[config.mk]
export PLATFORM = sky130hd
export DESIGN_NAME = integer_to_radix_digits_top_flat
export DESIGN_NICKNAME = d
export VERILOG_FILES = /design/src/design/itrd_pkg.sv /design/src/design/itrd_if.sv /design/src/design/itrd_front.sv /design/src/design/itrd_back.sv /design/src/design/integer_to_radix_digits_top.sv /design/src/flat_wrapper.sv
export SDC_FILE = /design/constraint.sdc
export NUM_CORES = 1
export LEC_CHECK = 0
export BUFFER_PORTS_ARGS = -buffer_cell sky130_fd_sc_hd__buf_2
export CELL_PAD_IN_SITES_DETAIL_PLACEMENT = 1
export CELL_PAD_IN_SITES_GLOBAL_PLACEMENT = 2
export CORE_MARGIN = 5
export CORE_UTILIZATION = 30
export CTS_BUF_LIST = sky130_fd_sc_hd__clkbuf_8
export DETAILED_ROUTE_END_ITERATION = 7
export GPL_ROUTABILITY_DRIVEN = 1
export PLACE_DENSITY_LB_ADDON = 0.1
export SYNTH_ARGS = -nofsm -noshare
export SYNTH_HDL_FRONTEND = slang
export SYNTH_HIERARCHICAL = 1
export SYNTH_SLANG_ARGS = --single-unit
[constraint.sdc]
create_clock -name clk_i -period 15.5 [get_ports clk_i]
set_input_delay 0.775 -clock clk_i [delete_from_list [all_inputs] [get_ports clk_i]]
set_output_delay 0.775 -clock clk_i [all_outputs]
set_load 0.03 [all_outputs]
[src/design/itrd_pkg.sv]
// ----------------------------------------------------------------------------
// itrd_pkg: shared definitions for the integer to radix digits block
// Widths, base limits, character codes, back end states and the queue control
// word that travels from the front end to the back end.
// ----------------------------------------------------------------------------
package itrd_pkg;

  localparam int VALUE_BITS_DEF = 32;
  localparam int VALUE_W        = 32;
  localparam int BASE_W         = 6;
  localparam int CHAR_W         = 7;
  localparam int DIGIT_W        = 6;
  localparam int STEP_BITS      = 8;

  localparam logic [BASE_W-1:0] RADIX_MIN    = 6'd2;
  localparam logic [BASE_W-1:0] RADIX_MAX    = 6'd36;
  localparam logic [BASE_W-1:0] SIGNED_RADIX = 6'd10;

  localparam logic [CHAR_W-1:0] MINUS_CODE   = 7'h2D;
  localparam logic [CHAR_W-1:0] INVALID_CODE = 7'h00;
  localparam logic [CHAR_W-1:0] ZERO_CODE    = 7'h30;
  localparam logic [CHAR_W-1:0] ALPHA_OFFSET = 7'h57;
  localparam logic [DIGIT_W-1:0] DEC_DIGITS  = 6'd10;

  typedef enum logic [1:0] {
    BK_IDLE,
    BK_DIV,
    BK_EMIT
  } back_state_e;

  typedef struct packed {
    logic              bad;
    logic              neg;
    logic [BASE_W-1:0] base;
  } q_ctrl_t;

  function automatic logic [CHAR_W-1:0] digit_char(input logic [DIGIT_W-1:0] d);
    logic [CHAR_W-1:0] dx;
    dx = {1'b0, d};
    if (d < DEC_DIGITS) begin
      return ZERO_CODE + dx;
    end else begin
      return ALPHA_OFFSET + dx;
    end
  endfunction

endpackage

[src/design/itrd_if.sv]
// ----------------------------------------------------------------------------
// itrd_in_if / itrd_out_if: valid/ready channels of the digit converter
// The input channel carries one conversion request, the output channel one
// character of the result.
// ----------------------------------------------------------------------------
interface itrd_in_if;
  logic                         valid;
  logic                         ready;
  logic                         op;
  logic [itrd_pkg::VALUE_W-1:0] value;
  logic [itrd_pkg::BASE_W-1:0]  base;

  modport source (output valid, output op, output value, output base, input ready);
  modport sink   (input valid, input op, input value, input base, output ready);
endinterface

interface itrd_out_if;
  logic                        valid;
  logic                        ready;
  logic [itrd_pkg::CHAR_W-1:0] char_code;
  logic                        last;
  logic                        bad_base;

  modport source (output valid, output char_code, output last, output bad_base,
                  input ready);
  modport sink   (input valid, input char_code, input last, input bad_base,
                  output ready);
endinterface

[src/design/itrd_front.sv]
// ----------------------------------------------------------------------------
// itrd_front: request intake and classification
// Checks the base, finds the sign in signed decimal mode, forms the magnitude
// and holds up to two classified requests for the back end.
// ----------------------------------------------------------------------------
module itrd_front #(
  parameter int VALUE_BITS = itrd_pkg::VALUE_BITS_DEF
) (
  input  logic                    clk_i,
  input  logic                    rst_ni,
  input  logic                    in_valid_i,
  output logic                    in_ready_o,
  input  logic                    in_op_i,
  input  logic [itrd_pkg::VALUE_W-1:0] in_value_i,
  input  logic [itrd_pkg::BASE_W-1:0]  in_base_i,
  output logic                    q_valid_o,
  input  logic                    q_ready_i,
  output itrd_pkg::q_ctrl_t       q_ctrl_o,
  output logic [VALUE_BITS-1:0]   q_mag_o
);

  localparam int IN_USE = (VALUE_BITS < itrd_pkg::VALUE_W) ? VALUE_BITS
                                                           : itrd_pkg::VALUE_W;

  logic [VALUE_BITS-1:0] val;
  logic [VALUE_BITS-1:0] mag;
  itrd_pkg::q_ctrl_t     ctrl;

  itrd_pkg::q_ctrl_t     ctrl_q [2];
  logic [VALUE_BITS-1:0] mag_q  [2];
  logic                  wr_ptr_q, rd_ptr_q;
  logic [1:0]            count_q;
  logic                  push, pop;

  always_comb begin
    val       = VALUE_BITS'(in_value_i[IN_USE-1:0]);
    ctrl.base = in_base_i;
    ctrl.bad  = (in_base_i < itrd_pkg::RADIX_MIN) || (in_base_i > itrd_pkg::RADIX_MAX);
    ctrl.neg  = in_op_i && (in_base_i == itrd_pkg::SIGNED_RADIX) && val[VALUE_BITS-1];
    mag       = ctrl.neg ? (~val + VALUE_BITS'(1)) : val;
  end

  assign in_ready_o = (count_q != 2'd2);
  assign q_valid_o  = (count_q != 2'd0);
  assign push       = in_valid_i && in_ready_o;
  assign pop        = q_valid_o && q_ready_i;
  assign q_ctrl_o   = ctrl_q[rd_ptr_q];
  assign q_mag_o    = mag_q[rd_ptr_q];

  always_ff @(posedge clk_i or negedge rst_ni) begin
    if (!rst_ni) begin
      wr_ptr_q <= 1'b0;
      rd_ptr_q <= 1'b0;
      count_q  <= 2'd0;
    end else begin
      if (push) begin
        wr_ptr_q <= ~wr_ptr_q;
      end
      if (pop) begin
        rd_ptr_q <= ~rd_ptr_q;
      end
      if (push && !pop) begin
        count_q <= count_q + 2'd1;
      end else if (pop && !push) begin
        count_q <= count_q - 2'd1;
      end
    end
  end

  always_ff @(posedge clk_i) begin
    if (push) begin
      ctrl_q[wr_ptr_q] <= ctrl;
      mag_q[wr_ptr_q]  <= mag;
    end
  end

endmodule

[src/design/itrd_back.sv]
// ----------------------------------------------------------------------------
// itrd_back: digit generation and character output
// Divides the magnitude by the base eight quotient bits per cycle, pushes each
// remainder onto a digit stack and pops the stack most significant first into
// a registered output stage.
// ----------------------------------------------------------------------------
module itrd_back #(
  parameter int VALUE_BITS = itrd_pkg::VALUE_BITS_DEF
) (
  input  logic                  clk_i,
  input  logic                  rst_ni,
  input  logic                  q_valid_i,
  output logic                  q_ready_o,
  input  itrd_pkg::q_ctrl_t     q_ctrl_i,
  input  logic [VALUE_BITS-1:0] q_mag_i,
  itrd_out_if.source            out_o
);

  localparam int STEP   = itrd_pkg::STEP_BITS;
  localparam int CHUNKS = (VALUE_BITS + STEP - 1) / STEP;
  localparam int WP     = CHUNKS * STEP;
  localparam int KW     = (CHUNKS > 1) ? $clog2(CHUNKS) : 1;
  localparam int CW     = $clog2(VALUE_BITS + 1);
  localparam int DW     = itrd_pkg::DIGIT_W;

  itrd_pkg::back_state_e state_q, state_d;

  logic [WP-1:0]               work_q, work_d;
  logic [DW-1:0]               rem_q, rem_d;
  logic [itrd_pkg::BASE_W-1:0] base_q, base_d;
  logic                        neg_q, neg_d;
  logic [CW-1:0]               cnt_q, cnt_d;
  logic [KW-1:0]               chunk_q, chunk_d;
  logic [DW-1:0]               stack_q [VALUE_BITS];
  logic [DW-1:0]               stack_d [VALUE_BITS];

  logic                        out_valid_q, out_valid_d;
  logic [itrd_pkg::CHAR_W-1:0] char_q, char_d;
  logic                        last_q, last_d;
  logic                        bad_q, bad_d;

  logic                        slot_free;
  logic [DW:0]                 r;
  logic [STEP-1:0]             qb;
  logic [WP-1:0]               quot;

  assign slot_free   = !out_valid_q || out_o.ready;
  assign out_o.valid     = out_valid_q;
  assign out_o.char_code = char_q;
  assign out_o.last      = last_q;
  assign out_o.bad_base  = bad_q;

  always_comb begin
    r  = {1'b0, rem_q};
    qb = '0;
    for (int j = 0; j < STEP; j++) begin
      r = {r[DW-1:0], work_q[WP-1-j]};
      if (r >= {1'b0, base_q}) begin
        r = r - {1'b0, base_q};
        qb[STEP-1-j] = 1'b1;
      end
    end
    quot = (work_q << STEP) | WP'(qb);
  end

  always_comb begin
    state_d     = state_q;
    work_d      = work_q;
    rem_d       = rem_q;
    base_d      = base_q;
    neg_d       = neg_q;
    cnt_d       = cnt_q;
    chunk_d     = chunk_q;
    stack_d     = stack_q;
    out_valid_d = out_valid_q && !out_o.ready;
    char_d      = char_q;
    last_d      = last_q;
    bad_d       = bad_q;
    q_ready_o   = 1'b0;

    unique case (state_q)
      itrd_pkg::BK_IDLE: begin
        if (q_valid_i) begin
          if (q_ctrl_i.bad) begin
            if (slot_free) begin
              q_ready_o   = 1'b1;
              out_valid_d = 1'b1;
              char_d      = itrd_pkg::INVALID_CODE;
              last_d      = 1'b1;
              bad_d       = 1'b1;
            end
          end else begin
            q_ready_o = 1'b1;
            work_d    = WP'(q_mag_i);
            rem_d     = '0;
            base_d    = q_ctrl_i.base;
            neg_d     = q_ctrl_i.neg;
            cnt_d     = '0;
            chunk_d   = '0;
            state_d   = itrd_pkg::BK_DIV;
          end
        end
      end
      itrd_pkg::BK_DIV: begin
        work_d = quot;
        rem_d  = r[DW-1:0];
        if (chunk_q == KW'(CHUNKS - 1)) begin
          stack_d[0] = r[DW-1:0];
          for (int i = 1; i < VALUE_BITS; i++) begin
            stack_d[i] = stack_q[i-1];
          end
          cnt_d   = cnt_q + CW'(1);
          chunk_d = '0;
          rem_d   = '0;
          if (quot == '0) begin
            state_d = itrd_pkg::BK_EMIT;
          end
        end else begin
          chunk_d = chunk_q + KW'(1);
        end
      end
      itrd_pkg::BK_EMIT: begin
        if (slot_free) begin
          out_valid_d = 1'b1;
          bad_d       = 1'b0;
          if (neg_q) begin
            char_d = itrd_pkg::MINUS_CODE;
            last_d = 1'b0;
            neg_d  = 1'b0;
          end else begin
            char_d = itrd_pkg::digit_char(stack_q[0]);
            last_d = (cnt_q == CW'(1));
            for (int i = 0; i < VALUE_BITS - 1; i++) begin
              stack_d[i] = stack_q[i+1];
            end
            cnt_d = cnt_q - CW'(1);
            if (cnt_q == CW'(1)) begin
              state_d = itrd_pkg::BK_IDLE;
            end
          end
        end
      end
      default: state_d = itrd_pkg::BK_IDLE;
    endcase
  end

  always_ff @(posedge clk_i or negedge rst_ni) begin
    if (!rst_ni) begin
      state_q     <= itrd_pkg::BK_IDLE;
      out_valid_q <= 1'b0;
    end else begin
      state_q     <= state_d;
      out_valid_q <= out_valid_d;
    end
  end

  always_ff @(posedge clk_i) begin
    work_q  <= work_d;
    rem_q   <= rem_d;
    base_q  <= base_d;
    neg_q   <= neg_d;
    cnt_q   <= cnt_d;
    chunk_q <= chunk_d;
    stack_q <= stack_d;
    char_q  <= char_d;
    last_q  <= last_d;
    bad_q   <= bad_d;
  end

endmodule

[src/design/integer_to_radix_digits_top.sv]
// ----------------------------------------------------------------------------
// integer_to_radix_digits_top: integer to ASCII digit string converter
// Converts a value to its digits in a base from 2 to 36, one character per
// output transaction, most significant digit first.
// ----------------------------------------------------------------------------
// Usage:
// A request transaction on in_ch_i carries op (signed mode), value and base.
// Each character leaves as one transaction on out_ch_o; last marks the final
// character of a conversion. A base outside 2 to 36 gives one transaction
// with char_code 0, last and bad_base set. Signed mode with base 10 and a
// negative value gives a leading minus sign.
// The front end classifies a request in the cycle it is taken and holds up to
// two requests, so requests keep flowing while the back end works.
// The back end divides by the base eight quotient bits per cycle, working
// through the magnitude in 8-bit chunks for each digit, and only then sends the
// characters from its digit stack; it takes the next request once the last
// character of the current one has been sent.
// A stalled receiver holds the registered output character and halts the
// back end's character output; the front queue fills and in_ch_i.ready drops.
// Reset clears the queue, the output stage and the back end state machine.
// ----------------------------------------------------------------------------
module integer_to_radix_digits_top #(
  parameter int VALUE_BITS = itrd_pkg::VALUE_BITS_DEF
) (
  input  logic        clk_i,
  input  logic        rst_ni,
  itrd_in_if.sink     in_ch_i,
  itrd_out_if.source  out_ch_o
);

  logic                  q_valid;
  logic                  q_ready;
  itrd_pkg::q_ctrl_t     q_ctrl;
  logic [VALUE_BITS-1:0] q_mag;

  itrd_front #(
    .VALUE_BITS (VALUE_BITS)
  ) u_front (
    .clk_i      (clk_i),
    .rst_ni     (rst_ni),
    .in_valid_i (in_ch_i.valid),
    .in_ready_o (in_ch_i.ready),
    .in_op_i    (in_ch_i.op),
    .in_value_i (in_ch_i.value),
    .in_base_i  (in_ch_i.base),
    .q_valid_o  (q_valid),
    .q_ready_i  (q_ready),
    .q_ctrl_o   (q_ctrl),
    .q_mag_o    (q_mag)
  );

  itrd_back #(
    .VALUE_BITS (VALUE_BITS)
  ) u_back (
    .clk_i     (clk_i),
    .rst_ni    (rst_ni),
    .q_valid_i (q_valid),
    .q_ready_o (q_ready),
    .q_ctrl_i  (q_ctrl),
    .q_mag_i   (q_mag),
    .out_o     (out_ch_o)
  );

endmodule

[src/flat_wrapper.sv]
// flat-port wrapper written by rule: the top's interface ports become plain ports
module integer_to_radix_digits_top_flat 
#(
  parameter int VALUE_BITS = itrd_pkg::VALUE_BITS_DEF
)
  (clk_i, rst_ni, in_ch_i_valid, in_ch_i_op, in_ch_i_value, in_ch_i_base, in_ch_i_ready, out_ch_o_valid, out_ch_o_char_code, out_ch_o_last, out_ch_o_bad_base, out_ch_o_ready);
  itrd_in_if in_ch_i_i ();
  itrd_out_if out_ch_o_i ();
  input  logic clk_i;
  input  logic rst_ni;
  input wire logic [$bits(in_ch_i_i.valid)-1:0] in_ch_i_valid;
  input wire logic [$bits(in_ch_i_i.op)-1:0] in_ch_i_op;
  input wire logic [$bits(in_ch_i_i.value)-1:0] in_ch_i_value;
  input wire logic [$bits(in_ch_i_i.base)-1:0] in_ch_i_base;
  output wire logic [$bits(in_ch_i_i.ready)-1:0] in_ch_i_ready;
  output wire logic [$bits(out_ch_o_i.valid)-1:0] out_ch_o_valid;
  output wire logic [$bits(out_ch_o_i.char_code)-1:0] out_ch_o_char_code;
  output wire logic [$bits(out_ch_o_i.last)-1:0] out_ch_o_last;
  output wire logic [$bits(out_ch_o_i.bad_base)-1:0] out_ch_o_bad_base;
  input wire logic [$bits(out_ch_o_i.ready)-1:0] out_ch_o_ready;
  assign in_ch_i_i.valid = in_ch_i_valid;
  assign in_ch_i_i.op = in_ch_i_op;
  assign in_ch_i_i.value = in_ch_i_value;
  assign in_ch_i_i.base = in_ch_i_base;
  assign in_ch_i_ready = in_ch_i_i.ready;
  assign out_ch_o_valid = out_ch_o_i.valid;
  assign out_ch_o_char_code = out_ch_o_i.char_code;
  assign out_ch_o_last = out_ch_o_i.last;
  assign out_ch_o_bad_base = out_ch_o_i.bad_base;
  assign out_ch_o_i.ready = out_ch_o_ready;
  integer_to_radix_digits_top #(.VALUE_BITS(VALUE_BITS)) u_core (.clk_i(clk_i), .rst_ni(rst_ni), .in_ch_i(in_ch_i_i), .out_ch_o(out_ch_o_i));
endmodule
After elaboration in Yosys (flattened, before gate mapping):

Memory sizes are Yosys's and may differ from the RTL's.
Index checks and enable logic that the tools add are counted.

* register bits: 261
* memory bits (writable): 80
* input bits: 43
* logic and storage cells: 198
* memories: 2

Memory list
* u_core.u_front.mag_q: words 2, bits a word 32, rd ports 1, clocked after memory_dff 0, wr ports 1, line itrd_front.sv:30 `logic [VALUE_BITS-1:0] mag_q [2];`
* u_core.u_front.ctrl_q: words 2, bits a word 8, rd ports 1, clocked after memory_dff 0, wr ports 1, line itrd_front.sv:29 `itrd_pkg::q_ctrl_t ctrl_q [2];`

* add/sub/neg operators: 16
* magnitude comparators: 11
* equality and inequality tests: 15
* muxes and demuxes: 74
* bitwise logic cells: 5
* reduce and logical (&&, ||, !) cells: 29

Operators by type and width (count)
* 186-bit two-way mux: 2
* 186-bit one-hot mux with 2 select lines: 1
* 192-bit two-way mux: 1
* 32-bit two-way mux: 3
* 6-bit two-way mux: 14
* 32-bit one-hot mux with 2 select lines: 1
* 7-bit by 6-bit greater-or-equal comparator with 1-bit output: 8
* 6-bit subtractor: 8
* 7-bit two-way mux: 6
* 32-bit by 1-bit adder with 32-bit output (second input constant): 1
* 32-bit logical NOT: 1
* 32-bit NOT: 1
* 32-bit by 8-bit bitwise OR with 32-bit output: 1
* 1-bit two-way mux: 25
* 2-bit two-way mux: 12
* 6-bit one-hot mux with 3 select lines: 1
* 2-bit inequality test (second input constant): 8
* 7-bit one-hot mux with 2 select lines: 1
* 6-bit one-hot mux with 2 select lines: 1
* 2-bit nonzero test: 5
* 1-bit one-hot mux with 2 select lines: 4
* 4-bit AND reduction: 2
* 6-bit by 6-bit adder with 7-bit output (first input constant): 1
* 7-bit by 6-bit adder with 7-bit output (first input constant): 1
* other kinds (25): 41

Logic depth before layout (Yosys ltp):

Gate-level depths: netlist (run 1).

* depth after elaboration: 21
* depth in mapped cells: 75

Hierarchy:

The synthesis (run 1) kept the hierarchy.

By module, submodules not included
* itrd_back: instances 1, cells an instance 1038, area an instance 13514.2 sq um
* itrd_front: instances 1, cells an instance 254, area an instance 3880.0 sq um

Worst setup path before layout (run 1):

OpenSTA, ideal clock, no wires.

* path type: reg-to-reg
* start point: register u_core/u_back/base_q[1] in the netlist's numbering
* end point: register u_core.u_back.state_q[0]
* library setup time: 0.128 ns
* arrival: 16.359 ns
* setup slack: -0.987 ns
* stages on the path, launching flop included: 75
* period minus slack after synthesis: 16.487 ns
* cell sequence: edfxtp_1 > inv_1 > ha_1 > or2_1 > a21oi_1 > o21a_1 > buf_6 > mux2i_1 > inv_1 > ha_1 > and4_1 > a31oi_1 > o2111ai_4 > mux2_2 > inv_1 > ha_1 > nor2b_1 > o31a_1 > (+39 left out) > o21ai_0 > a21boi_0 > o21ai_0 > o211ai_1 > a21oi_1 > o21ai_0 > a221oi_4 > mux2i_1 > ha_1 > a21o_1 > a21o_1 > a21o_1 > a21o_1 > a31o_2 > a21o_1 > a2111oi_0 > a21oi_1 > mux2_1

* cells in the longest elaborated chain, start to end: 20

RTL lines
* start, declared: line itrd_back.sv:30 `logic [itrd_pkg::BASE_W-1:0] base_q, base_d;`
* start signal, assigned: line itrd_back.sv:160 `base_q <= base_d;`
* 6-bit subtractor or 7-bit by 6-bit greater-or-equal comparator with 1-bit output (tied branches): line itrd_back.sv:59, itrd_back.sv:58
* 6-bit two-way mux: line itrd_back.sv:58 `if (r >= {1'b0, base_q}) begin`
* 6-bit subtractor or 7-bit by 6-bit greater-or-equal comparator with 1-bit output (tied branches): line itrd_back.sv:59, itrd_back.sv:58
* 6-bit two-way mux: line itrd_back.sv:58
* 6-bit subtractor or 7-bit by 6-bit greater-or-equal comparator with 1-bit output (tied branches): line itrd_back.sv:59, itrd_back.sv:58
* 6-bit two-way mux: line itrd_back.sv:58
* 6-bit subtractor or 7-bit by 6-bit greater-or-equal comparator with 1-bit output (tied branches): line itrd_back.sv:59, itrd_back.sv:58
* 6-bit two-way mux: line itrd_back.sv:58
* (+4 left out)
* 6-bit subtractor or 7-bit by 6-bit greater-or-equal comparator with 1-bit output (tied branches): line itrd_back.sv:59, itrd_back.sv:58
* 6-bit two-way mux: line itrd_back.sv:58
* 7-bit by 6-bit greater-or-equal comparator with 1-bit output: line itrd_back.sv:58
* 1-bit two-way mux: line itrd_back.sv:58
* 32-bit by 8-bit bitwise OR with 32-bit output (*): line itrd_back.sv:63 `quot = (work_q << STEP) | WP'(qb);`
* 32-bit logical NOT (*): line itrd_back.sv:115 `if (quot == '0) begin`
* 2-bit inequality test (no source line) (*)
* 7-bit AND reduction (no source line) (*)
* end signal, assigned: line itrd_back.sv:149 `state_q <= itrd_pkg::BK_IDLE;`
* end signal, assigned: line itrd_back.sv:152 `state_q <= state_d;`
* end, declared: line itrd_back.sv:26 `itrd_pkg::back_state_e state_q, state_d;`

Every way passes the cells marked *; elsewhere a longest branch is shown, timed or not.
A chain may end at the register's enable or synchronous reset.

Final worst setup path (run 1):

* start point: register u_core.u_back.rem_q[3]
* end point: register u_core.u_back.state_q[0]

* cells in the longest elaborated chain, start to end: 20

RTL lines
* start, declared: line itrd_back.sv:29 `logic [DW-1:0] rem_q, rem_d;`
* start signal, assigned: line itrd_back.sv:159 `rem_q <= rem_d;`
* 6-bit subtractor or 7-bit by 6-bit greater-or-equal comparator with 1-bit output (tied branches): line itrd_back.sv:59, itrd_back.sv:58
* 6-bit two-way mux: line itrd_back.sv:58
* 6-bit subtractor or 7-bit by 6-bit greater-or-equal comparator with 1-bit output (tied branches): line itrd_back.sv:59, itrd_back.sv:58
* 6-bit two-way mux: line itrd_back.sv:58
* 7-bit by 6-bit greater-or-equal comparator with 1-bit output or 6-bit subtractor (tied branches): line itrd_back.sv:58, itrd_back.sv:59
* 6-bit two-way mux: line itrd_back.sv:58
* 6-bit subtractor or 7-bit by 6-bit greater-or-equal comparator with 1-bit output (tied branches): line itrd_back.sv:59, itrd_back.sv:58
* 6-bit two-way mux: line itrd_back.sv:58
* (+4 left out)
* 6-bit subtractor or 7-bit by 6-bit greater-or-equal comparator with 1-bit output (tied branches): line itrd_back.sv:59, itrd_back.sv:58
* 6-bit two-way mux: line itrd_back.sv:58
* 7-bit by 6-bit greater-or-equal comparator with 1-bit output: line itrd_back.sv:58
* 1-bit two-way mux: line itrd_back.sv:58
* 32-bit by 8-bit bitwise OR with 32-bit output (*): line itrd_back.sv:63
* 32-bit logical NOT (*): line itrd_back.sv:115
* 2-bit inequality test (no source line) (*)
* 7-bit AND reduction (no source line) (*)

Marks and branches as above.

==> results of run 1 <==
final cells by class:
class	instances	area (µm²)	share of cell area (%)
inverter	53	204	0.987
tap	765	957	4.63
multi-input combinational	834	7190	34.8
timing repair buffer	135	906	4.38
antenna	1	2.50	0.0121
sequential	341	10200	49.4
clock inverter	46	236	1.14
clock buffer	70	963	4.66
layer usage:
layer | vias up | share of wire, %
met3 | 71 | 3.9
met2 | 172 | 46
met4 | 0 | 2.3
met5 | - | 0
li1 | 5384 | -
met1 | 5726 | 48
path summary, 6_finish.rpt:
check	to	cells after the start	slack (ps)
worst max-delay path	u_core/u_back/state_q[0]$_DFFE_PN0P_	70	540
worst min-delay path	u_core/u_front/ctrl_q[0][0]$_DFFE_PP_	1	390
worst max register to register	u_core/u_back/state_q[0]$_DFFE_PN0P_	70	540
worst min register to register	u_core/u_back/stack_q[2]$_DFFE_PP_	0	460
max in group asynchronous	u_core/u_front/rd_ptr_q$_DFFE_PN0P_	2	14690
min in group asynchronous	u_core/u_back/out_o.valid$_DFF_PN0_	2	580
cells in the final DEF (no fill, tap or decap), types with 46 or more instances in the layout:
| master | count |
|---|---|
| a22o_1 | 176 |
| buf_2 | 53 |
| buf_4 | 75 |
| clkbuf_8 | 70 |
| edfxtp_1 | 334 |
| ha_1 | 46 |
| inv_1 | 65 |
| mux2_2 | 74 |
| nand2_1 | 57 |
| nor2_1 | 49 |
flip-flops by register name, indices dropped and copies added, names as in the netlist, 6 cells and up:
signal and cells:
u_core/u_back/rem_q 6, u_core/u_back/work_q 32, u_core/u_back/base_q 6, u_core/u_front/ctrl_q 16, u_core/u_front/mag_q 64, u_core/u_back/stack_q 192
u_core/u_back/out_o.char_code 7, u_core/u_back/cnt_q 6
stage by stage:
stage | area, µm² | instances
6_report | 20700 | 2245
5_1_grt | 20700 | 2245
4_1_cts | 20100 | 2210
3_5_place_dp | 18800 | 2091
3_3_place_gp | 18800 | 2091
2_1_floorplan | 17500 | 1292
worst reg2reg max path, delay by kind of cell, from the launching register on:
family / cells / cell delay, ps
AOI/OAI and AO/OA: 38 / 7670
buffers and inverters: 7 / 680
and+or+nand+nor: 8 / 1390
DFF: 1 / 430
adders and majority gates: 8 / 1880
muxes: 9 / 2780
Yosys cell counts, drive strengths merged, types with 5 or more instances:
cell type,n
a211oi,10
a21boi,5
a21o,11
a21oi,47
a22o,176
and3,6
and4,5
buf,14
clkbuf,50
dfrtp,7
edfxtp,334
fa,8
ha,62
inv,53
mux2,82
mux2i,14
nand2,60
nand2b,10
nand3,16
nand4,12
nor2,52
nor2b,16
nor3,16
nor3b,5
nor4,14
o211ai,5
o21a,8
o21ai,53
o31a,6
o31ai,13
o41ai,7
xnor2,41
xor2,18
cells by family (layout without fill, tap and decap cells):
group                      Yosys count  count (layout)  share of synthesized area (%)
and+or+nand+nor                    231             231                           6.94
xor gates and xnor gates            59              59                           2.97
other                                0               1                              0
muxes                               96              96                           6.18
DFF                                341             341                           58.7
AOI/OAI and AO/OA                  378             378                           17.2
buffers and inverters              117             304                           2.65
adders and majority gates           70              70                           5.38
what timing repair did:
action,in CTS,in global routing
buffers inserted,2,34
resized for setup,13,64
endpoints found under the setup margin,11,15
pin swaps,2,41
endpoints found under the hold margin,7,0
hold buffers,1,0
==> results.md, run 1 <==
* Endpoints failing hold at 0
* Number of flops mapped to enable cells by yosys at 334
* Largest net degree at the start of global routing at 101
* ANT nets after route at 0
* Syn Area/Cell at 13.5 µm²
* Post-synthesis sequential area ratio at 58.7%
* Synth Flop Type: edfxtp_1
* Slew at the pin closest to its max-slew limit at 1140 ps
* CTS Sinks at 341
* WL final at 45,200 µm
* Crit path from: u_core/u_back/rem_q[3]$_SDFFCE_PN0P_
* R2r startpoint: u_core/u_back/rem_q[3]$_SDFFCE_PN0P_
* Antenna violations before repair at 3
* Die Ht at 251 µm
* Mapped Area at 17,400 µm²
* Max-slew violations at 0
* Overflow after GRT at 0
* Syn-to-layout area delta at 18.8%
* Delay-heaviest family, CP: compound AO/OA/AOI/OAI gates
* Worst path max stage delay at 430 ps
* Port buffer count at 53
* Busiest grt layer: met2
* Die Width at 251 µm
* Mapped Cells at 1,292
* Nets at 1,545
* Synth cell types at 79
* Met2 usage at 21.6%
* # IOs at 54
* CP dominant cell by count: mux2_4
* Final hold slack at 385 ps
* DR WL/cell at 20.1 µm
* Die Area at 62,900 µm²
* Slew headroom at 23.9%
* Worst Path Required at 16,000 ps
* Async SR Flop Fraction at 2.05%
* Vias post-DR at 11,400
* Achievable Freq at 0.0669 GHz
* Worst path slowest cell: edfxtp_1
* Run status: completed
* WS Path Type: flip-flop to flip-flop
* Drt via density at 5.06
* Filler instances at 6,115
* Num CTS Buffers at 67
* Initial Utilization at 30.2%
* Reg clk slew, reported paths at 60 ps
* Vias in the first global route at 11,900
* Syn_nets at 1,405
* Yosys reg bits at 341
* Post-place setup slack at -202 ps
* Core area at 57,600 µm²
* Worst hold path startpoint: in_ch_i_base[0]
* CP endpoint kind: flip-flop
* Layout Utilization at 35.9%
* Tmin final at 14,960 ps
* Yosys top cell by area: edfxtp_1
* GRT Total Usage at 13.9%
* Setup Viol. Count Final at 0
* Global placer's final weighted congestion at 0.848
* Worst Skew at 34.1 ps
* Worst skew pair latency at 640 ps
* Ys Warns at 6
* M1 GR Usage at 19.3%
* Ranking of synthesized cells by area: edfxtp_1, a22o_1, mux2_2
* Drt drc at 0
* CTS tree: done
* Synth top area share at 57.7%
* M3 GR Usage at 3.37%
* Root Driver: clkbuf_8
* First-pass GRT wire length at 69,100 µm
* Max-cap violations at 0
* Startpoint Class: flip-flop
* Hold crit path type: primary input to flip-flop
* Drt first pass iters at 5
* CP arrival at 15,450 ps
* CTS H-tree depth at 3
* Tcrit/Tclk final at 96.5%
* Share of cells above drive strength 1 at 26.0%
* CTS max path bufs at 3
* Hpwl dp at 29,500 µm
* 1st-iter DRT viols at 516
* # rows at 88
* Sum Neg Setup Slack at 0 ps
* Final setup margin at 542 ps
* Crit path buf inv count at 7
* CP max FO at 8
Power of run 1 is left out: the tool's default activity adds up to more than one toggle a clock period on the data nets, which glitch-free logic cannot reach.
==> run 2: changes to the inputs <==
--- a/config.mk
+++ b/config.mk
@@ -9,7 +9,7 @@
 export CELL_PAD_IN_SITES_DETAIL_PLACEMENT = 1
 export CELL_PAD_IN_SITES_GLOBAL_PLACEMENT = 2
 export CORE_MARGIN = 5
-export CORE_UTILIZATION = 30
+export CORE_UTILIZATION = 42
 export CTS_BUF_LIST = sky130_fd_sc_hd__clkbuf_8
 export DETAILED_ROUTE_END_ITERATION = 7
 export GPL_ROUTABILITY_DRIVEN = 1
==> run 2 against run 1 <==
  * Core utilization up 15 points
  * Clock skew increased by 6.1 ps
  * Sequential share of layout area hardly changed
  * Maximum frequency shrank 1.3%
  * Critical path depth up 11
  * Final cell count is 9.3% lower
  * Critical path type unchanged
  * Worst setup slack worse by 200 ps
  * Clock-buffer cell count fell by 4
  * Routed wire length shrank 2.6%
  * Via count is 1.8% higher
==> results.md, run 2 (synthesis results as in run 1) <==
* Run status: completed (unchanged)
* CTS max path bufs at 3 (unchanged)
* CTS H-tree depth at 2 (was 3)
* Hpwl dp at 28,900 µm (was 29,500 µm)
* Slew at the pin closest to its max-slew limit at 1010 ps (was 1140 ps)
* Root Driver: clkbuf_8 (unchanged)
* Drt drc at 0 (unchanged)
* Hold crit path type: primary input to flip-flop (unchanged)
* Nets at 1,566 (was 1,545)
* Die Ht at 214 µm (was 251 µm)
* Post-place setup slack at -411 ps (was -202 ps)
* DR WL/cell at 21.6 µm (was 20.1 µm)
* Final hold slack at 354 ps (was 385 ps)
* Worst path slowest cell: or3_4 (was edfxtp_1)
* Drt via density at 5.68 (was 5.06)
* CP arrival at 15,660 ps (was 15,450 ps)
* Top layer in use: met4 (unchanged)
* Port buffer count at 53 (unchanged)
* Achievable Freq at 0.0660 GHz (was 0.0669 GHz)
* Max-slew violations at 0 (unchanged)
* Worst Path Required at 16,000 ps (about the same)
* Global placer's final weighted congestion at 0.867 (was 0.848)
* Initial Utilization at 42.5% (was 30.2%)
* Filler instances at 4,125 (was 6,115)
* CP max FO at 5 (was 8)
* Max reg flops at 192 (unchanged)
* First-pass GRT wire length at 67,600 µm (was 69,100 µm)
* 1st-iter DRT viols at 894 (was 516)
* Worst Skew at 40.3 ps (was 34.1 ps)
* Tcrit/Tclk final at 97.8% (was 96.5%)
* Startpoint Class: flip-flop (unchanged)
* Reg with most FFs: u_core/u_back/stack_q (unchanged)
* Reg clk slew, reported paths at 60 ps (about the same)
* # IOs at 54 (unchanged)
* Largest registers: u_core/u_back/stack_q x192, u_core/u_front/mag_q x64, u_core/u_back/work_q x32 (unchanged)
* CTS tree: done (unchanged)
* CTS Sinks at 341 (unchanged)
* Max-cap violations at 0 (unchanged)
* Overflow after GRT at 0 (unchanged)
* Worst path max stage delay at 410 ps (was 430 ps)
* Largest net degree at the start of global routing at 102 (was 101)
* Die Area at 45,600 µm² (was 62,900 µm²)
* Worst skew pair latency at 650 ps (was 640 ps)
* Most common cell after layout, fill and taps aside: edfxtp_1 (unchanged)
* Setup Viol. Count Final at 0 (unchanged)
* CP endpoint kind: flip-flop (unchanged)
* Most frequent cells in the layout: edfxtp_1, a22o_1, buf_4 (unchanged)
* Drt first pass iters at 4 (was 5)
* CP dominant cell by count: buf_4 (was mux2_4)
* DR WL met3 at 1510 µm (was 1780 µm)
* Metal-1 WL at 21,100 µm (was 21,800 µm)
* Core area at 40,900 µm² (was 57,600 µm²)
* # rows at 74 (was 88)
* Slew headroom at 32.4% (was 23.9%)
* Final setup margin at 345 ps (was 542 ps)
* Die Width at 214 µm (was 251 µm)
* WL final at 44,000 µm (was 45,200 µm)
* Endpoints failing hold at 0 (unchanged)
* Tmin final at 15,160 ps (was 14,960 ps)
* Vias post-DR at 11,600 (was 11,400)
* Share of cells above drive strength 1 at 28.3% (was 26.0%)
* Antenna violations before repair at 0 (was 3)
* Vias in the first global route at 12,000 (was 11,900)
* Syn-to-layout area delta at 18.8% (about the same)
* WS Path Type: flip-flop to flip-flop (unchanged)
* Routed wl met2 at 20,200 µm (was 20,600 µm)
* Num CTS Buffers at 60 (was 67)
* GRT Total Usage at 18.7% (was 13.9%)
* ANT nets after route at 0 (unchanged)
==> run 2: cell types whose count changed in the layout (fill, tap and decap cells not counted), moves of 3 or more <==
| cell | previous run | this run |
|---|---|---|
| bufinv_16 | 1 | 4 |
| inv_1 | 65 | 58 |
| clkinv_2 | 4 | 14 |
| clkbuf_8 | 70 | 66 |
| buf_4 | 75 | 103 |
| clkinv_1 | 17 | 11 |
==> run 2: final cells by class <==
cell class / count / area, µm² / share of cell area [%]
multi-input combinational: 834 / 7240 / 35.0
timing repair buffer: 163 / 1120 / 5.42
clock buffer: 66 / 908 / 4.40
antenna: 1 / 2.50 / 0.0121
clock inverter: 46 / 320 / 1.55
inverter: 53 / 204 / 0.987
sequential: 341 / 10200 / 49.4
tap: 532 / 666 / 3.22
==> run 2: final timing paths <==
check                                                         start                               endpoint  depth (start not counted)  slack, ps
worst max-delay path              u_core/u_back/base_q[4]$_DFFE_PP_   u_core/u_back/state_q[0]$_DFFE_PN0P_                         81        340
worst min-delay path                                in_ch_i_base[0]  u_core/u_front/ctrl_q[1][0]$_DFFE_PP_                          1        350
worst max register to register    u_core/u_back/base_q[4]$_DFFE_PP_   u_core/u_back/state_q[0]$_DFFE_PN0P_                         81        340
worst min register to register  u_core/u_back/stack_q[10]$_DFFE_PP_     u_core/u_back/stack_q[4]$_DFFE_PP_                          0        460
max in group asynchronous                                    rst_ni  u_core/u_front/count_q[1]$_DFFE_PN0P_                          2      14790
min in group asynchronous                                    rst_ni    u_core/u_back/out_o.valid$_DFF_PN0_                          2        540
==> run 2: timing repair <==
action,4_1_cts,5_1_grt
hold buffers,1,0
endpoints found under the hold margin,7,0
pin swaps,8,42
setup buffers,28,36
endpoints found under the setup margin,15,15
resized for setup,19,69
==> run 2: per-stage QoR <==
stage	TNS [ps]	instance area [µm²]	utilization, %	cells
after floorplan	0	17500	-	1292
after global placement	0	18500	45.2	1858
after detailed placement	-2360	18500	45.2	1858
after CTS	0	20100	49.0	1999
after global routing	-1710	20700	50.5	2035
final	0	20700	50.5	2036
==> run 2: layer usage <==
layer	up-vias	track usage (%)
met3	72	2.88
met2	189	29.1
met5	-	0
met4	0	6.18
met1	5867	27.0
li1	5432	-
==> run 2: critical path: cells and delay by family, from the launching register on <==
family                     cells  cell delay [ps]
adders and majority gates      7             1850
AOI/OAI and AO/OA             32             6130
muxes                          7             2300
buffers and inverters         26             3090
DFF                            1              390
and+or+nand+nor                9             1230
Power of run 2 is left out for the same reason.
==> run 3: changes to the inputs <==
--- a/config.mk
+++ b/config.mk
@@ -5,11 +5,12 @@
 export SDC_FILE = /design/constraint.sdc
 export NUM_CORES = 1
 export LEC_CHECK = 0
+export ABC_AREA = 1
 export BUFFER_PORTS_ARGS = -buffer_cell sky130_fd_sc_hd__buf_2
 export CELL_PAD_IN_SITES_DETAIL_PLACEMENT = 1
 export CELL_PAD_IN_SITES_GLOBAL_PLACEMENT = 2
 export CORE_MARGIN = 5
-export CORE_UTILIZATION = 42
+export CORE_UTILIZATION = 38
 export CTS_BUF_LIST = sky130_fd_sc_hd__clkbuf_8
 export DETAILED_ROUTE_END_ITERATION = 7
 export GPL_ROUTABILITY_DRIVEN = 1
==> run 3 against run 2 <==
  * Maximum frequency increased by 8.1%
  * Area after synthesis up 3.6%
  * Routed wire length grew 0.40%
  * Core utilization shrank 7.6 points
  * Register-to-register slack improved by 1100 ps
  * Final cell count grew 27%
  * Synthesized cell count is 45% higher
  * Die area up 14%
  * Design area is 2.9% lower
  * Non-clock buffer count decreased by 87
  * First-iteration DRC count is 25% lower
==> results.md, run 3 <==
* Run status: completed (unchanged)
* Post-synthesis mux area share at 0% (was 6.18%)
* CP dominant cell by count: nand2_1 (was buf_4)
* Mapped Area at 18,000 µm² (was 17,400 µm²)
* Drt drc at 0 (unchanged)
* Yosys top cell by area: edfxtp_1 (unchanged)
* Placed cell count at 2,486 (was 1,858)
* # IOs at 54 (unchanged)
* # rows at 79 (was 74)
* Simple-gate area share of the yosys netlist at 16.5% (was 6.94%)
* Max-cap violations at 0 (unchanged)
* GRT Total Usage at 16.5% (was 18.7%)
* Mapped Cells at 1,872 (was 1,292)
* Reg clk slew, reported paths at 60 ps (about the same)
* Hpwl dp at 30,700 µm (was 28,900 µm)
* Dpl cell area at 19,000 µm² (was 18,500 µm²)
* Share of cells above drive strength 1 at 11.1% (was 28.3%)
* Tcrit/Tclk final at 90.5% (was 97.8%)
* Async SR Flop Fraction at 2.05% (unchanged)
* Synth cell types at 49 (was 79)
* CP arrival at 14,430 ps (was 15,660 ps)
* Yosys reg bits at 341 (unchanged)
* Slew headroom at 17.9% (was 32.4%)
* Port buffer count at 53 (unchanged)
* Num CTS Buffers at 58 (was 60)
* Most common cell after layout, fill and taps aside: nand2_1 (was edfxtp_1)
* Max reg flops at 192 (unchanged)
* CTS Sinks at 341 (unchanged)
* Filler instances at 5,353 (was 4,125)
* Startpoint Class: flip-flop (unchanged)
* CP max FO at 13 (was 5)
* Hold crit path type: primary input to flip-flop (unchanged)
* ANT nets after route at 0 (unchanged)
* Max-slew violations at 0 (unchanged)
* Syn_nets at 1,985 (was 1,405)
* 1st-iter DRT viols at 673 (was 894)
* Vias post-DR at 12,900 (was 11,600)
* Number of flops mapped to enable cells by yosys at 334 (unchanged)
* Overflow after GRT at 0 (unchanged)
* RSZ-0062 raised after global routing: false
* Worst Path Required at 15,910 ps (was 16,000 ps)
* Largest net degree at the start of global routing at 187 (was 102)
* Most frequent cells in the layout: nand2_1, inv_1, edfxtp_1 (was edfxtp_1, a22o_1, buf_4)
* Worst path slowest cell: a221oi_1 (was or3_4)
* Antenna violations before repair at 0 (unchanged)
* Post-place setup slack at 725 ps (was -411 ps)
* Most common cell in the synthesized netlist: nand2_1 (was edfxtp_1)
* Die Ht at 228 µm (was 214 µm)
* Die Width at 228 µm (was 214 µm)
* Diode count at 0 (was 1)
* Setup Viol. Count Final at 0 (unchanged)
* Slew at the pin closest to its max-slew limit at 1230 ps (was 1010 ps)
* CTS tree: done (unchanged)
* Drt first pass iters at 4 (unchanged)
* R2r setup slk at 1480 ps (was 340 ps)
* WS Path Type: flip-flop to flip-flop (unchanged)
* Endpoints failing hold at 0 (unchanged)
* Reg with most FFs: u_core/u_back/stack_q (unchanged)
* Tmin final at 14,020 ps (was 15,160 ps)
* Nets at 2,054 (was 1,566)
* Fin cells at 2,588 (was 2,036)
* Compound-Gate Fraction of Synth Area at 10.7% (was 17.2%)
* Synth Flop Type: edfxtp_1 (unchanged)
* Cell area after layout at 20,100 µm² (was 20,700 µm²)
* Worst path max stage delay at 390 ps (was 410 ps)
* WL final at 44,200 µm (was 44,000 µm)
* Root Driver: clkbuf_8 (unchanged)
* DR WL/cell at 17.1 µm (was 21.6 µm)
* Worst skew pair latency at 650 ps (about the same)
* Adder-cell area share of the yosys netlist at 5.19% (was 5.38%)
* Global placer's final weighted congestion at 0.799 (was 0.867)
* CTS H-tree depth at 2 (unchanged)
* Synth top cells by count: nand2_1, edfxtp_1, inv_1, o22ai_1, nor2_1 (was edfxtp_1, a22o_1, mux2_2, ha_1, nand2_1)
* Core area at 46,800 µm² (was 40,900 µm²)
* Final setup margin at 1480 ps (was 345 ps)
* Sum Neg Setup Slack at 0 ps (unchanged)
* Syn Area/Cell at 9.63 µm² (was 13.5 µm²)
* Worst Skew at 47.5 ps (was 40.3 ps)
* Ys Warns at 6 (unchanged)
* Main combinational cell family by area after synthesis: simple AND/OR/NAND/NOR gates (was compound AO/OA/AOI/OAI gates)
* Initial Utilization at 38.6% (was 42.5%)
* Achievable Freq at 0.0713 GHz (was 0.0660 GHz)
* Vias in the first global route at 13,400 (was 12,000)
* First-pass GRT wire length at 70,900 µm (was 67,600 µm)
* Syn-to-layout area delta at 11.3% (was 18.8%)
* Drt via density at 4.98 (was 5.68)
* Die Area at 51,900 µm² (was 45,600 µm²)
* Ranking of synthesized cells by area: edfxtp_1, nand2_1, inv_1 (was edfxtp_1, a22o_1, mux2_2)
* Post-synthesis sequential area ratio at 56.6% (was 58.7%)
* CTS max path bufs at 3 (unchanged)
* Synth top area share at 55.6% (was 57.7%)
* Largest registers: u_core/u_back/stack_q x192, u_core/u_front/mag_q x64, u_core/u_back/work_q x32 (unchanged)
* CP endpoint kind: flip-flop (unchanged)
* Synth Area in XOR/XNOR at 2.28% (was 2.97%)
==> run 3: cell types whose count changed in the layout (fill, tap and decap cells not counted), moves of 15 or more <==
cell     before  now
nor2_1       48   94
nand3_1      15   64
a22o_1      176    0
ha_4         15    0
nand2_1      56  452
ha_1         44   62
buf_4       103   21
mux2_2       74    0
o22ai_1       2  162
xnor2_1      41   24
nand2_2       4   23
inv_1        58  345
o21ai_0      42   70
==> run 3: layer usage <==
layer  global-route usage, %  up-vias  share of wire (%)
met1                    22.4     6218                 47
met5                       0        -                  0
met3                    3.08       63                3.6
met4                    4.33        0                2.1
met2                    27.5      175                 47
li1                        -     6435                  -
==> run 3: worst max-delay path, delay by kind of cell, from the launching register on <==
family | cells | cell delay, ps
AOI/OAI and AO/OA | 35 | 6440
and+or+nand+nor | 24 | 2850
adders and majority gates | 8 | 2430
buffers and inverters | 16 | 1690
DFF | 1 | 370
==> run 3: final timing paths <==
path / startpoint / endpoint / depth (start not counted)
setup reg to reg: u_core/u_back/base_q[4]$_DFFE_PP_ / u_core/u_back/stack_q[190]$_DFFE_PP_ / 83
max in group asynchronous: rst_ni / u_core/u_front/count_q[0]$_DFFE_PN0P_ / 2
min in group asynchronous: rst_ni / u_core/u_back/out_o.valid$_DFF_PN0_ / 2
hold / removal: in_ch_i_value[0] / u_core/u_front/mag_q[0][0]$_DFFE_PP_ / 1
setup / recovery: u_core/u_back/base_q[4]$_DFFE_PP_ / u_core/u_back/stack_q[190]$_DFFE_PP_ / 83
hold reg to reg: u_core/u_back/stack_q[9]$_DFFE_PP_ / u_core/u_back/stack_q[3]$_DFFE_PP_ / 0
==> run 3: logic make-up after synthesis <==
logic type      count (synthesis)
compound gates                322
xor+xnor                       47
fa+ha+maj                      70
buf+inv                       404
flops                         341
simple gates                  688
==> run 3: final cells by class <==
type	count	area, µm²	share of cell area, %
Clock buffer	62	853	4.25
Clock inverter	38	221	1.10
Inverter	337	1270	6.33
Multi-Input combinational cell	1127	6300	31.4
Sequential cell	341	10200	50.9
Tap cell	607	759	3.78
Timing Repair Buffer	76	453	2.26
==> run 3: metrics by stage <==
| stage | util (%) | hold slack (ps) |
|---|---|---|
| after floorplan | - | 427 |
| after CTS | 42.9 | 305 |
| after global placement | 40.5 | 428 |
| after detailed placement | 40.5 | 439 |
| final | 42.9 | 367 |
| after global routing | 42.9 | 312 |
==> run 3: timing repair <==
| action | 4_1_cts | 5_1_grt |
|---|---|---|
| hold endpoints to repair | 7 | 0 |
| setup endpoints to repair | 0 | 15 |
| gates resized for setup | 0 | 5 |
| buffers inserted | 0 | 1 |
| hold buffers | 1 | 0 |
Power of run 3 is left out for the same reason.
